File: src/rtl/threshold_run_peak_finder_assert.svh
// Assertion helpers shared by the RTL.
`ifndef THRESHOLD_RUN_PEAK_FINDER_ASSERT_SVH
`define THRESHOLD_RUN_PEAK_FINDER_ASSERT_SVH

// Same-cycle implication, masked while in reset.
`define TRPF_ASSERT_NOW(label, clk, rst_n, ante, cons) \
  label: assert property (@(posedge clk) disable iff (!rst_n) (ante) |-> (cons)) \
    else $error("assertion failed");

// Next-cycle implication, masked while in reset.
`define TRPF_ASSERT_NEXT(label, clk, rst_n, ante, cons) \
  label: assert property (@(posedge clk) disable iff (!rst_n) (ante) |=> (cons)) \
    else $error("assertion failed");

`endif

File: src/rtl/trpf_pkg.sv
`default_nettype none
package trpf_pkg;

  // Strip length limit; bins past this are dropped.
  localparam int MAX_BINS = 1024;

  localparam int BIN_W   = $clog2(MAX_BINS);
  localparam int CNT_W   = $clog2(MAX_BINS + 1);
  localparam int ADC_W   = 16;
  localparam int RUN_W   = 11;
  localparam int PEAK_W  = 10;
  localparam int LEN_W   = (CNT_W > RUN_W) ? CNT_W : RUN_W;
  localparam int BINX_W  = (BIN_W > PEAK_W) ? BIN_W : PEAK_W;
  localparam int CFG_IDX_W  = 2;
  localparam int CFG_DATA_W = 16;

  localparam logic signed [ADC_W-1:0] THRESHOLD_RST = 16'sd150;
  localparam logic [RUN_W-1:0]        MIN_RUN_RST   = 11'd3;

  typedef enum logic [CFG_IDX_W-1:0] {
    CFG_THRESHOLD      = 2'd0,
    CFG_MIN_RUN_LENGTH = 2'd1
  } cfg_idx_t;

endpackage
`default_nettype wire

File: src/rtl/cfg_if.sv
`default_nettype none
interface cfg_if;
  import trpf_pkg::*;

  logic                  valid;
  logic                  ready;
  logic [CFG_IDX_W-1:0]  index;
  logic [CFG_DATA_W-1:0] data;

  modport source (output valid, output index, output data, input ready);
  modport sink   (input valid, input index, input data, output ready);
endinterface
`default_nettype wire

File: src/rtl/in_if.sv
`default_nettype none
interface in_if;
  import trpf_pkg::*;

  logic                    valid;
  logic                    ready;
  logic signed [ADC_W-1:0] adc_sample;
  logic                    last_sample;

  modport source (output valid, output adc_sample, output last_sample, input ready);
  modport sink   (input valid, input adc_sample, input last_sample, output ready);
endinterface
`default_nettype wire

File: src/rtl/out_if.sv
`default_nettype none
interface out_if;
  import trpf_pkg::*;

  logic                    valid;
  logic                    ready;
  logic [PEAK_W-1:0]       peak_bin;
  logic signed [ADC_W-1:0] peak_value;

  modport source (output valid, output peak_bin, output peak_value, input ready);
  modport sink   (input valid, input peak_bin, input peak_value, output ready);
endinterface
`default_nettype wire

File: src/rtl/threshold_run_peak_finder.sv
// Threshold-run peak finder.
// in_chan carries one signed ADC sample per time bin of a strip, in bin order;
// last_sample marks the final bin. out_chan carries, per qualifying run, the
// bin and value of its maximum (the later bin on ties, zero peaks dropped).
// cfg_chan writes the threshold (index 0) and min_run_length (index 1); it is
// always ready and must only be used while no results are pending.
// Throughput: one sample per cycle unless a stalled result holds it off. The
// per-sample work (threshold compare, run-length subtract and compare, max
// update) sits between the run-state registers and the output register.
// Latency: a result appears on out_chan the cycle after the transfer of the
// sample that closes its run.
// Stall: out_chan is a single output register; in_chan.ready stays high while
// that register is empty or being drained, so a stalled receiver holds off the
// input only while a result is actually waiting.
// Reset (rst_n low, synchronous): run state and bin counter clear, the output
// register empties, registers return to threshold 150 and minimum length 3.
// Samples beyond MAX_BINS in a strip are taken and ignored until last_sample.
`default_nettype none
`include "threshold_run_peak_finder_assert.svh"
module threshold_run_peak_finder (
  input  wire    clk,
  input  wire    rst_n,
  cfg_if.sink    cfg_chan,
  in_if.sink     in_chan,
  out_if.source  out_chan
);
  import trpf_pkg::*;

  // configuration registers
  logic signed [ADC_W-1:0] thresh_r;
  logic [RUN_W-1:0]        min_run_r;

  // run state
  logic [CNT_W-1:0]        bin_cnt_r,   bin_cnt_nxt;
  logic                    in_run_r,    in_run_nxt;
  logic [BIN_W-1:0]        start_bin_r, start_bin_nxt;
  logic signed [ADC_W-1:0] best_val_r,  best_val_nxt;
  logic [BIN_W-1:0]        best_bin_r,  best_bin_nxt;

  // output register
  logic                    out_valid_r, out_valid_nxt;
  logic [PEAK_W-1:0]       out_bin_r,   out_bin_nxt;
  logic signed [ADC_W-1:0] out_value_r, out_value_nxt;

  logic                    in_fire;
  logic                    active;
  logic                    over;
  logic [BIN_W-1:0]        cur_bin;
  logic                    close_low;
  logic                    close_last;
  logic [LEN_W-1:0]        run_len;
  logic                    emit;
  logic [CNT_W-1:0]        cnt_step;
  logic                    run_step;
  logic [BIN_W-1:0]        start_step;
  logic signed [ADC_W-1:0] best_val_step;
  logic [BIN_W-1:0]        best_bin_step;
  logic [BINX_W-1:0]       best_bin_x;

  assign cfg_chan.ready = 1'b1;
  assign in_chan.ready  = !out_valid_r || out_chan.ready;
  assign in_fire        = in_chan.valid && in_chan.ready;

  always_ff @(posedge clk) begin
    if (!rst_n) begin
      thresh_r  <= THRESHOLD_RST;
      min_run_r <= MIN_RUN_RST;
    end else if (cfg_chan.valid) begin
      case (cfg_idx_t'(cfg_chan.index))
        CFG_THRESHOLD:      thresh_r  <= $signed(cfg_chan.data[ADC_W-1:0]);
        CFG_MIN_RUN_LENGTH: min_run_r <= cfg_chan.data[RUN_W-1:0];
        default: ;
      endcase
    end
  end

  // Per-sample step: open/extend/close a run, then the strip-end flush.
  always_comb begin
    active  = bin_cnt_r < CNT_W'(MAX_BINS);
    over    = in_chan.adc_sample >= thresh_r;
    cur_bin = bin_cnt_r[BIN_W-1:0];

    cnt_step      = bin_cnt_r;
    run_step      = in_run_r;
    start_step    = start_bin_r;
    best_val_step = best_val_r;
    best_bin_step = best_bin_r;
    close_low     = 1'b0;

    if (active) begin
      cnt_step = bin_cnt_r + 1'b1;
      if (over) begin
        if (!in_run_r) begin
          run_step      = 1'b1;
          start_step    = cur_bin;
          best_val_step = in_chan.adc_sample;
          best_bin_step = cur_bin;
        end else if (in_chan.adc_sample >= best_val_r) begin
          best_val_step = in_chan.adc_sample;
          best_bin_step = cur_bin;
        end
      end else if (in_run_r) begin
        close_low = 1'b1;
        run_step  = 1'b0;
      end
    end

    // run still open at the strip end gets flushed
    close_last = in_chan.last_sample && run_step;

    // a low sample closes the run before the current bin
    if (close_low) begin
      run_len = LEN_W'(bin_cnt_r) - LEN_W'(start_bin_r);
    end else begin
      run_len = LEN_W'(cnt_step) - LEN_W'(start_step);
    end

    emit = (close_low || close_last) && (run_len >= LEN_W'(min_run_r)) &&
           (best_val_step != '0);

    best_bin_x = BINX_W'(best_bin_step);

    if (in_chan.last_sample) begin
      bin_cnt_nxt   = '0;
      in_run_nxt    = 1'b0;
      start_bin_nxt = '0;
      best_val_nxt  = '0;
      best_bin_nxt  = '0;
    end else begin
      bin_cnt_nxt   = cnt_step;
      in_run_nxt    = run_step;
      start_bin_nxt = start_step;
      best_val_nxt  = best_val_step;
      best_bin_nxt  = best_bin_step;
    end
  end

  // Output register: load on a sample transfer, drain on an output transfer.
  always_comb begin
    out_valid_nxt = out_valid_r;
    out_bin_nxt   = out_bin_r;
    out_value_nxt = out_value_r;
    if (in_fire) begin
      out_valid_nxt = emit;
      out_bin_nxt   = best_bin_x[PEAK_W-1:0];
      out_value_nxt = best_val_step;
    end else if (out_chan.ready) begin
      out_valid_nxt = 1'b0;
    end
  end

  always_ff @(posedge clk) begin
    if (!rst_n) begin
      bin_cnt_r   <= '0;
      in_run_r    <= 1'b0;
      start_bin_r <= '0;
      best_val_r  <= '0;
      best_bin_r  <= '0;
      out_valid_r <= 1'b0;
    end else begin
      if (in_fire) begin
        bin_cnt_r   <= bin_cnt_nxt;
        in_run_r    <= in_run_nxt;
        start_bin_r <= start_bin_nxt;
        best_val_r  <= best_val_nxt;
        best_bin_r  <= best_bin_nxt;
      end
      out_valid_r <= out_valid_nxt;
    end
  end

  always_ff @(posedge clk) begin
    out_bin_r   <= out_bin_nxt;
    out_value_r <= out_value_nxt;
  end

  assign out_chan.valid      = out_valid_r;
  assign out_chan.peak_bin   = out_bin_r;
  assign out_chan.peak_value = out_value_r;

  `TRPF_ASSERT_NEXT(a_last_clears, clk, rst_n, in_fire && in_chan.last_sample, bin_cnt_r == '0 && !in_run_r)
  `TRPF_ASSERT_NOW(a_peak_nonzero, clk, rst_n, out_valid_r, out_value_r != '0)
  `TRPF_ASSERT_NOW(a_run_inside_strip, clk, rst_n, in_run_r, bin_cnt_r > CNT_W'(start_bin_r))
  `TRPF_ASSERT_NOW(a_ready_when_empty, clk, rst_n, !out_valid_r, in_chan.ready)

endmodule
`default_nettype wire

File: src/flat_wrapper.sv
// flat-port wrapper written by rule: the top's interface ports become plain ports
module threshold_run_peak_finder_flat import trpf_pkg::*;
  (clk, rst_n, cfg_chan_valid, cfg_chan_index, cfg_chan_data, cfg_chan_ready, in_chan_valid, in_chan_adc_sample, in_chan_last_sample, in_chan_ready, out_chan_valid, out_chan_peak_bin, out_chan_peak_value, out_chan_ready);
  cfg_if cfg_chan_i ();
  in_if in_chan_i ();
  out_if out_chan_i ();
  input  wire clk;
  input  wire rst_n;
  input wire logic [$bits(cfg_chan_i.valid)-1:0] cfg_chan_valid;
  input wire logic [$bits(cfg_chan_i.index)-1:0] cfg_chan_index;
  input wire logic [$bits(cfg_chan_i.data)-1:0] cfg_chan_data;
  output wire logic [$bits(cfg_chan_i.ready)-1:0] cfg_chan_ready;
  input wire logic [$bits(in_chan_i.valid)-1:0] in_chan_valid;
  input wire logic [$bits(in_chan_i.adc_sample)-1:0] in_chan_adc_sample;
  input wire logic [$bits(in_chan_i.last_sample)-1:0] in_chan_last_sample;
  output wire logic [$bits(in_chan_i.ready)-1:0] in_chan_ready;
  output wire logic [$bits(out_chan_i.valid)-1:0] out_chan_valid;
  output wire logic [$bits(out_chan_i.peak_bin)-1:0] out_chan_peak_bin;
  output wire logic [$bits(out_chan_i.peak_value)-1:0] out_chan_peak_value;
  input wire logic [$bits(out_chan_i.ready)-1:0] out_chan_ready;
  assign cfg_chan_i.valid = cfg_chan_valid;
  assign cfg_chan_i.index = cfg_chan_index;
  assign cfg_chan_i.data = cfg_chan_data;
  assign cfg_chan_ready = cfg_chan_i.ready;
  assign in_chan_i.valid = in_chan_valid;
  assign in_chan_i.adc_sample = in_chan_adc_sample;
  assign in_chan_i.last_sample = in_chan_last_sample;
  assign in_chan_ready = in_chan_i.ready;
  assign out_chan_valid = out_chan_i.valid;
  assign out_chan_peak_bin = out_chan_i.peak_bin;
  assign out_chan_peak_value = out_chan_i.peak_value;
  assign out_chan_i.ready = out_chan_ready;
  threshold_run_peak_finder u_core (.clk(clk), .rst_n(rst_n), .cfg_chan(cfg_chan_i), .in_chan(in_chan_i), .out_chan(out_chan_i));
endmodule
File: config.mk
export PLATFORM = sky130hd
export DESIGN_NAME = threshold_run_peak_finder_flat
export DESIGN_NICKNAME = d
export VERILOG_FILES = /design/src/rtl/trpf_pkg.sv /design/src/rtl/cfg_if.sv /design/src/rtl/in_if.sv /design/src/rtl/out_if.sv /design/src/rtl/threshold_run_peak_finder.sv /design/src/flat_wrapper.sv
export VERILOG_INCLUDE_DIRS = /design/src /design/src/rtl
export SDC_FILE = /design/constraint.sdc
export NUM_CORES = 1
export LEC_CHECK = 0
export ABC_AREA = 1
export BUFFER_PORTS_ARGS = -buffer_cell sky130_fd_sc_hd__buf_4
export CAP_MARGIN = 20
export CELL_PAD_IN_SITES_DETAIL_PLACEMENT = 2
export CELL_PAD_IN_SITES_GLOBAL_PLACEMENT = 2
export CORE_ASPECT_RATIO = 1.25
export CORE_MARGIN = 2
export CORE_UTILIZATION = 34
export DETAILED_ROUTE_END_ITERATION = 8
export PLACE_DENSITY_LB_ADDON = 0.2
export RECOVER_POWER = 25
export SLEW_MARGIN = 15
export SYNTH_ARGS = -nofsm -noshare
export SYNTH_HDL_FRONTEND = slang
export SYNTH_SLANG_ARGS = --single-unit
File: constraint.sdc
create_clock -name clk -period 6.4 [get_ports clk]
set_input_delay 0.96 -clock clk [delete_from_list [all_inputs] [get_ports clk]]
set_output_delay 0.96 -clock clk [all_outputs]
set_load 0.05 [all_outputs]
# Word level (Yosys, flattened, before mapping)
# Cells that the tools add are included.
# word_totals
reg_bits	102
inputBits	40
elab_cells	55
# op_classes
add_sub_neg	3
order_cmp	4
eq_ne	1
n_mux	25
reduce_logical	12
# ops
cell	count
2-to-1 mux 10 bit	9
2-to-1 mux 16 bit	5
2-to-1 mux 11 bit	3
>= comparator 16 bit	2
subtractor 11 x 10 -> 11 bit	2
nonzero test 16 bit	1
adder 11 x 1 -> 11 bit (second input constant)	1
>= comparator 11 bit	1
< comparator 11 bit (second input constant)	1
2-to-1 mux 1 bit	8
logical AND 1 bit	4
AND reduction 2 bit	2
== test 2 x 1 -> 1 bit (second input constant)	1
logical NOT 2 bit	1
logical OR 1 bit	2
nonzero test 2 bit	1
logical NOT 1 bit	1

# Logic depth before layout (Yosys ltp)
# depth
depth_word	9
ltp_mapped	40

# Worst setup path before layout
# Ideal clock, no wire load.
# synth_path
path_type	in2reg
startpoint	in in_chan_adc_sample[15]
endpoint	reg u_core.out_valid_r, in the netlist u_core.out_chan.valid
setup_time_ps	72
arrival_ps	5097
t_required_ps	6328
setup_slack_ps	1230
path_stages	33
n_path_buf	0
cell_sequence	ha_1 -> nand2_2 -> nor2_4 -> nand2_2 -> nor2_2 -> nand2_1 -> nand2_1 -> o21ai_1 -> nand3_4 -> nand2_2 -> nor2_2 -> inv_1 -> nand2_1 -> o21ai_1 -> ha_1 -> fa_1 -> o21ai_0 -> a21oi_1 -> or2_2 -> nand2_1 -> a21oi_1 -> xor2_1 -> a21o_1 -> inv_1 -> ha_1 -> nand2_1 -> inv_1 -> nand3_1 -> o311ai_0 -> nand2_1 -> a21oi_1 -> nand2_1 -> a21oi_2
# synth_via
elab_chain_cells	9
word_cells_on_any_way	21
# synth_lines
item	line	text
from (decl)	flat_wrapper.sv:14	input wire logic [$bits(in_chan_i.adc_sample)-1:0] in_chan_adc_sample;
>= comparator 16 bit	threshold_run_peak_finder.sv:80	over = in_chan.adc_sample >= thresh_r;
2-to-1 mux 10 bit	threshold_run_peak_finder.sv:92	if (over) begin
2-to-1 mux 10 bit	threshold_run_peak_finder.sv:90	if (active) begin
subtractor 11 x 10 -> 11 bit	threshold_run_peak_finder.sv:115	run_len = LEN_W'(cnt_step) - LEN_W'(start_step);
2-to-1 mux 11 bit	threshold_run_peak_finder.sv:112	if (close_low) begin
>= comparator 11 bit	threshold_run_peak_finder.sv:118	emit = (close_low || close_last) && (run_len >= LEN_W'(min_run_r)) &&
logical AND 1 bit	threshold_run_peak_finder.sv:118	
logical AND 1 bit (*)	threshold_run_peak_finder.sv:118	
2-to-1 mux 1 bit (*)	threshold_run_peak_finder.sv:143	if (in_fire) begin
to (signal assigned)	threshold_run_peak_finder.sv:168	out_valid_r <= out_valid_nxt;
to (decl)	threshold_run_peak_finder.sv:41	logic out_valid_r, out_valid_nxt;
# Every way passes the cells marked *; elsewhere a longest branch is shown, timed or not.
# A chain may end at the register's enable or synchronous reset.

# Final worst setup path
# Ends and elaborated chain as after synthesis.

==> results.toml <==
[status]
status = "complete, no violations"

[floorplanning]
start_util_pct = 34.6
core_area_um2 = 18100
fp.dieH_um = 156
rows = 55
dieArea_um2 = 19500
io_pins = 69
die_w_um = 125

[setup_path]
critical_path_depth = 39
crit_required_ns = 6.70
cp_max_fo = 13
crit_buf_inv = 4
cp-end-kind = "register"
critPathMaxStageDelay_ns = 0.40
worstSetupStartpointType = "input port"
crit_path_start = "in_chan_adc_sample[15]"
r2r_start = "u_core.thresh_r[15]"
rr_worst_depth = 39
reg2reg_slack_ns = 1.04
r2r-end = "u_core.out_chan.valid"
crit_end = "u_core.out_chan.valid"
cp_common_cell = "nand2_1"
critical_path_class = "input port to register"
arrival_ns = 5.97
slowest_stage = "ha_1"
critical_path.top_delay_family = "simple AND/OR/NAND/NOR gates"

[global_routing]
grt_start_max_net_pins = 50
grt_pass1_wl_um = 34600
grt_pass1_vias = 6602
grt_usage_pct = 22.6
grt_antenna_before_repair = 0
globalRouteOverflowTotal = 0

[clock_tree]
clock_path_buffers = 2
ctsHoldBuffers = 0
cts.sinks = 102
clk_pin_slew_worst_paths_ns = 0.08
clkLatencyLatePin_ns = 0.37
cts-root-buf = "clkbuf_16"
cts_tree = "done"
cts_made_buffers = 9
htree_levels = 3

[sta]
hold_ws_ns = 0.465
fin_worst_skew_ns = 0.0111
fin_crit_ns = 5.67
post-route-period-util_pct = 88.6
hold_viol_final = 0
maxClockFrequency_ghz = 0.176
setup_viol = 0
slew_violations = 0
rsz0062_at_grt = "false"
max_slew_margin_pct = 33.6
setup_tns_ns = 0
worstMarginPinSlew_ns = 0.988

[route]
vias = 5775
route.detailed.drc = 0
first_iter_violations = 187
dr.pass1.iters = 4
wire_per_inst_um = 19.3
ant_nets = 0
finalWirelength_um = 21500
viasPerCell = 5.19

[power]
max-vdd-ir-drop_mv = 0.117
leakagePower_uw = 0.00302
p_per_area_nw_per_um2 = 258

[synth]
syn_nets = 932
synthCells = 826
ys_warn_count = 0
synthTopCellsByArea = "dfxtp_1 (24%), ha_1 (13%), edfxtp_1 (12%)"
synthFlopType = "dfxtp_1"
yosys.area.top_type = "dfxtp_1"
synth_simple_gate_area_share_pct = 20.8
synth_xor_area_share_pct = 2.66
ys_seq_area_share_pct = 36.8
synth_mux_area_share_pct = 0.840
yosysUniqueCellTypes = 44
synth_edf_count = 26
synth_top_family_by_area = "simple AND/OR/NAND/NOR gates"
ys_async_sr_fraction_pct = 0
synth_compound_area_share_pct = 15.9
synth-seq-cells = 102
syn_area_um2 = 6250
syn_avg_cell_area_um2 = 7.57
synth.top_cell.area_share_pct = 24.3
synthAdderAreaFrac_pct = 13.4

[cells_and_area]
final_util_pct = 39.3
layout_common_cells = "nand2_1 (208), inv_1 (113), a21oi_1 (95)"
insertedDiodeCount = 0
layout_commonest_cell = "nand2_1"
layout-drive-gt1-share_pct = 10.5
synthToLayoutAreaGrowth_pct = 13.8
final_nets = 985

[placement]
placement.io_buffers = 67
dp_hpwl_um = 16400
gp_congestion = 0.821

[hold_path]
hold_path_class = "register to register"

[flow_run]
maxCapViolations = 0
kinds of logic after synthesis:
group,Yosys count
buf+inv,146
mux,5
compound gates,181
simple gates,306
fa+ha+maj,66
flops,102
other cells,1
xor+xnor,19
what timing repair did:
action	CTS	global route
endpoints found under the setup margin	0	1
setup buffers	0	0
gates resized for setup	0	1
stage by stage:
step	std cells	setup slack, ns	cell area [µm²]	total power, µW
2_1_floorplan	826	1.23	6250	1110
3_3_place_gp	1096	0.498	6930	1260
3_5_place_dp	1096	0.306	6930	1290
4_1_cts	1112	0.623	7220	1880
5_1_grt	1112	0.101	7120	1950
6_report	1112	0.726	7120	1840
where the power goes:
part / leakage, µW / switching [µW] / total, µW / internal (µW)
Combinational: 0.00199 / 376 / 553 / 177
Sequential: 0.000883 / 13.6 / 710 / 696
Clock: 0.000141 / 301 / 575 / 274
area by class of cell:
type | count | area (µm²)
multi-input combinational | 578 | 3370
timing repair buffer | 72 | 439
tap | 228 | 285
inverter | 116 | 435
clock buffer | 9 | 225
clock inverter | 7 | 66.3
sequential | 102 | 2300
fill | 2172 | 11000
worst min-delay path: cells and delay by family (launching register included):
kind	cells	cell delay [ns]
flip-flops	1	0.31
buffers and inverters	1	0.06
AO/OA/AOI/OAI	1	0.06
routing by layer:
metal  vias up  track usage (%)  part of all wire [%]
met5         -                0                     0
met4         0             9.68                   3.8
met3        40             2.71                   2.0
met2        87             45.2                    56
met1      2828             23.4                    38
li1       2820                -                     -
sequential cells by signal, indices dropped and copies added, names as in the netlist:
register                    flops
u_core.bin_cnt_r               11
u_core.start_bin_r             10
u_core.best_bin_r              10
u_core.out_chan.peak_bin       10
u_core.thresh_r                16
u_core.in_run_r                 1
u_core.out_chan.valid           1
u_core.out_chan.peak_value     16
u_core.best_val_r              16
u_core.min_run_r               11
synth_stat cells, types with 2 or more instances:
| cell | n |
|---|---|
| xor2_1 | 15 |
| nand3_1 | 22 |
| o21bai_1 | 2 |
| or2_2 | 2 |
| o211ai_1 | 5 |
| a21oi_2 | 3 |
| ha_1 | 64 |
| dfxtp_1 | 76 |
| mux2_2 | 2 |
| buf_1 | 4 |
| edfxtp_1 | 26 |
| o21ai_2 | 8 |
| a21o_1 | 3 |
| nor2_1 | 39 |
| a21oi_1 | 95 |
| nor3_1 | 5 |
| clkinv_1 | 2 |
| o21ai_0 | 47 |
| o21ai_1 | 4 |
| clkbuf_1 | 18 |
| fa_1 | 2 |
| nand3_4 | 2 |
| mux2i_1 | 3 |
| nor2_2 | 2 |
| xnor2_1 | 4 |
| inv_1 | 113 |
| buf_6 | 4 |
| nand2_1 | 208 |
| o22ai_1 | 9 |
| nand4_1 | 14 |
| buf_2 | 2 |
| buf_4 | 2 |
| nand2_2 | 8 |
how the worst min path moves through the flow:
stage | depth (start not counted) | start | endpoint | slack [ns]
6_report | 2 | u_core.thresh_r[13] | u_core.thresh_r[13] | 0.46
5_1_grt | 2 | u_core.best_bin_r[7] | u_core.best_bin_r[7] | 0.49
4_1_cts | 2 | u_core.thresh_r[13] | u_core.thresh_r[13] | 0.47
3_5_place_dp | 2 | u_core.thresh_r[13] | u_core.thresh_r[13] | 0.46
3_3_place_gp | 2 | u_core.best_bin_r[7] | u_core.best_bin_r[7] | 0.45
2_1_floorplan | 2 | u_core.thresh_r[10] | u_core.thresh_r[10] | 0.43
(Power assumes the default switching activity.)
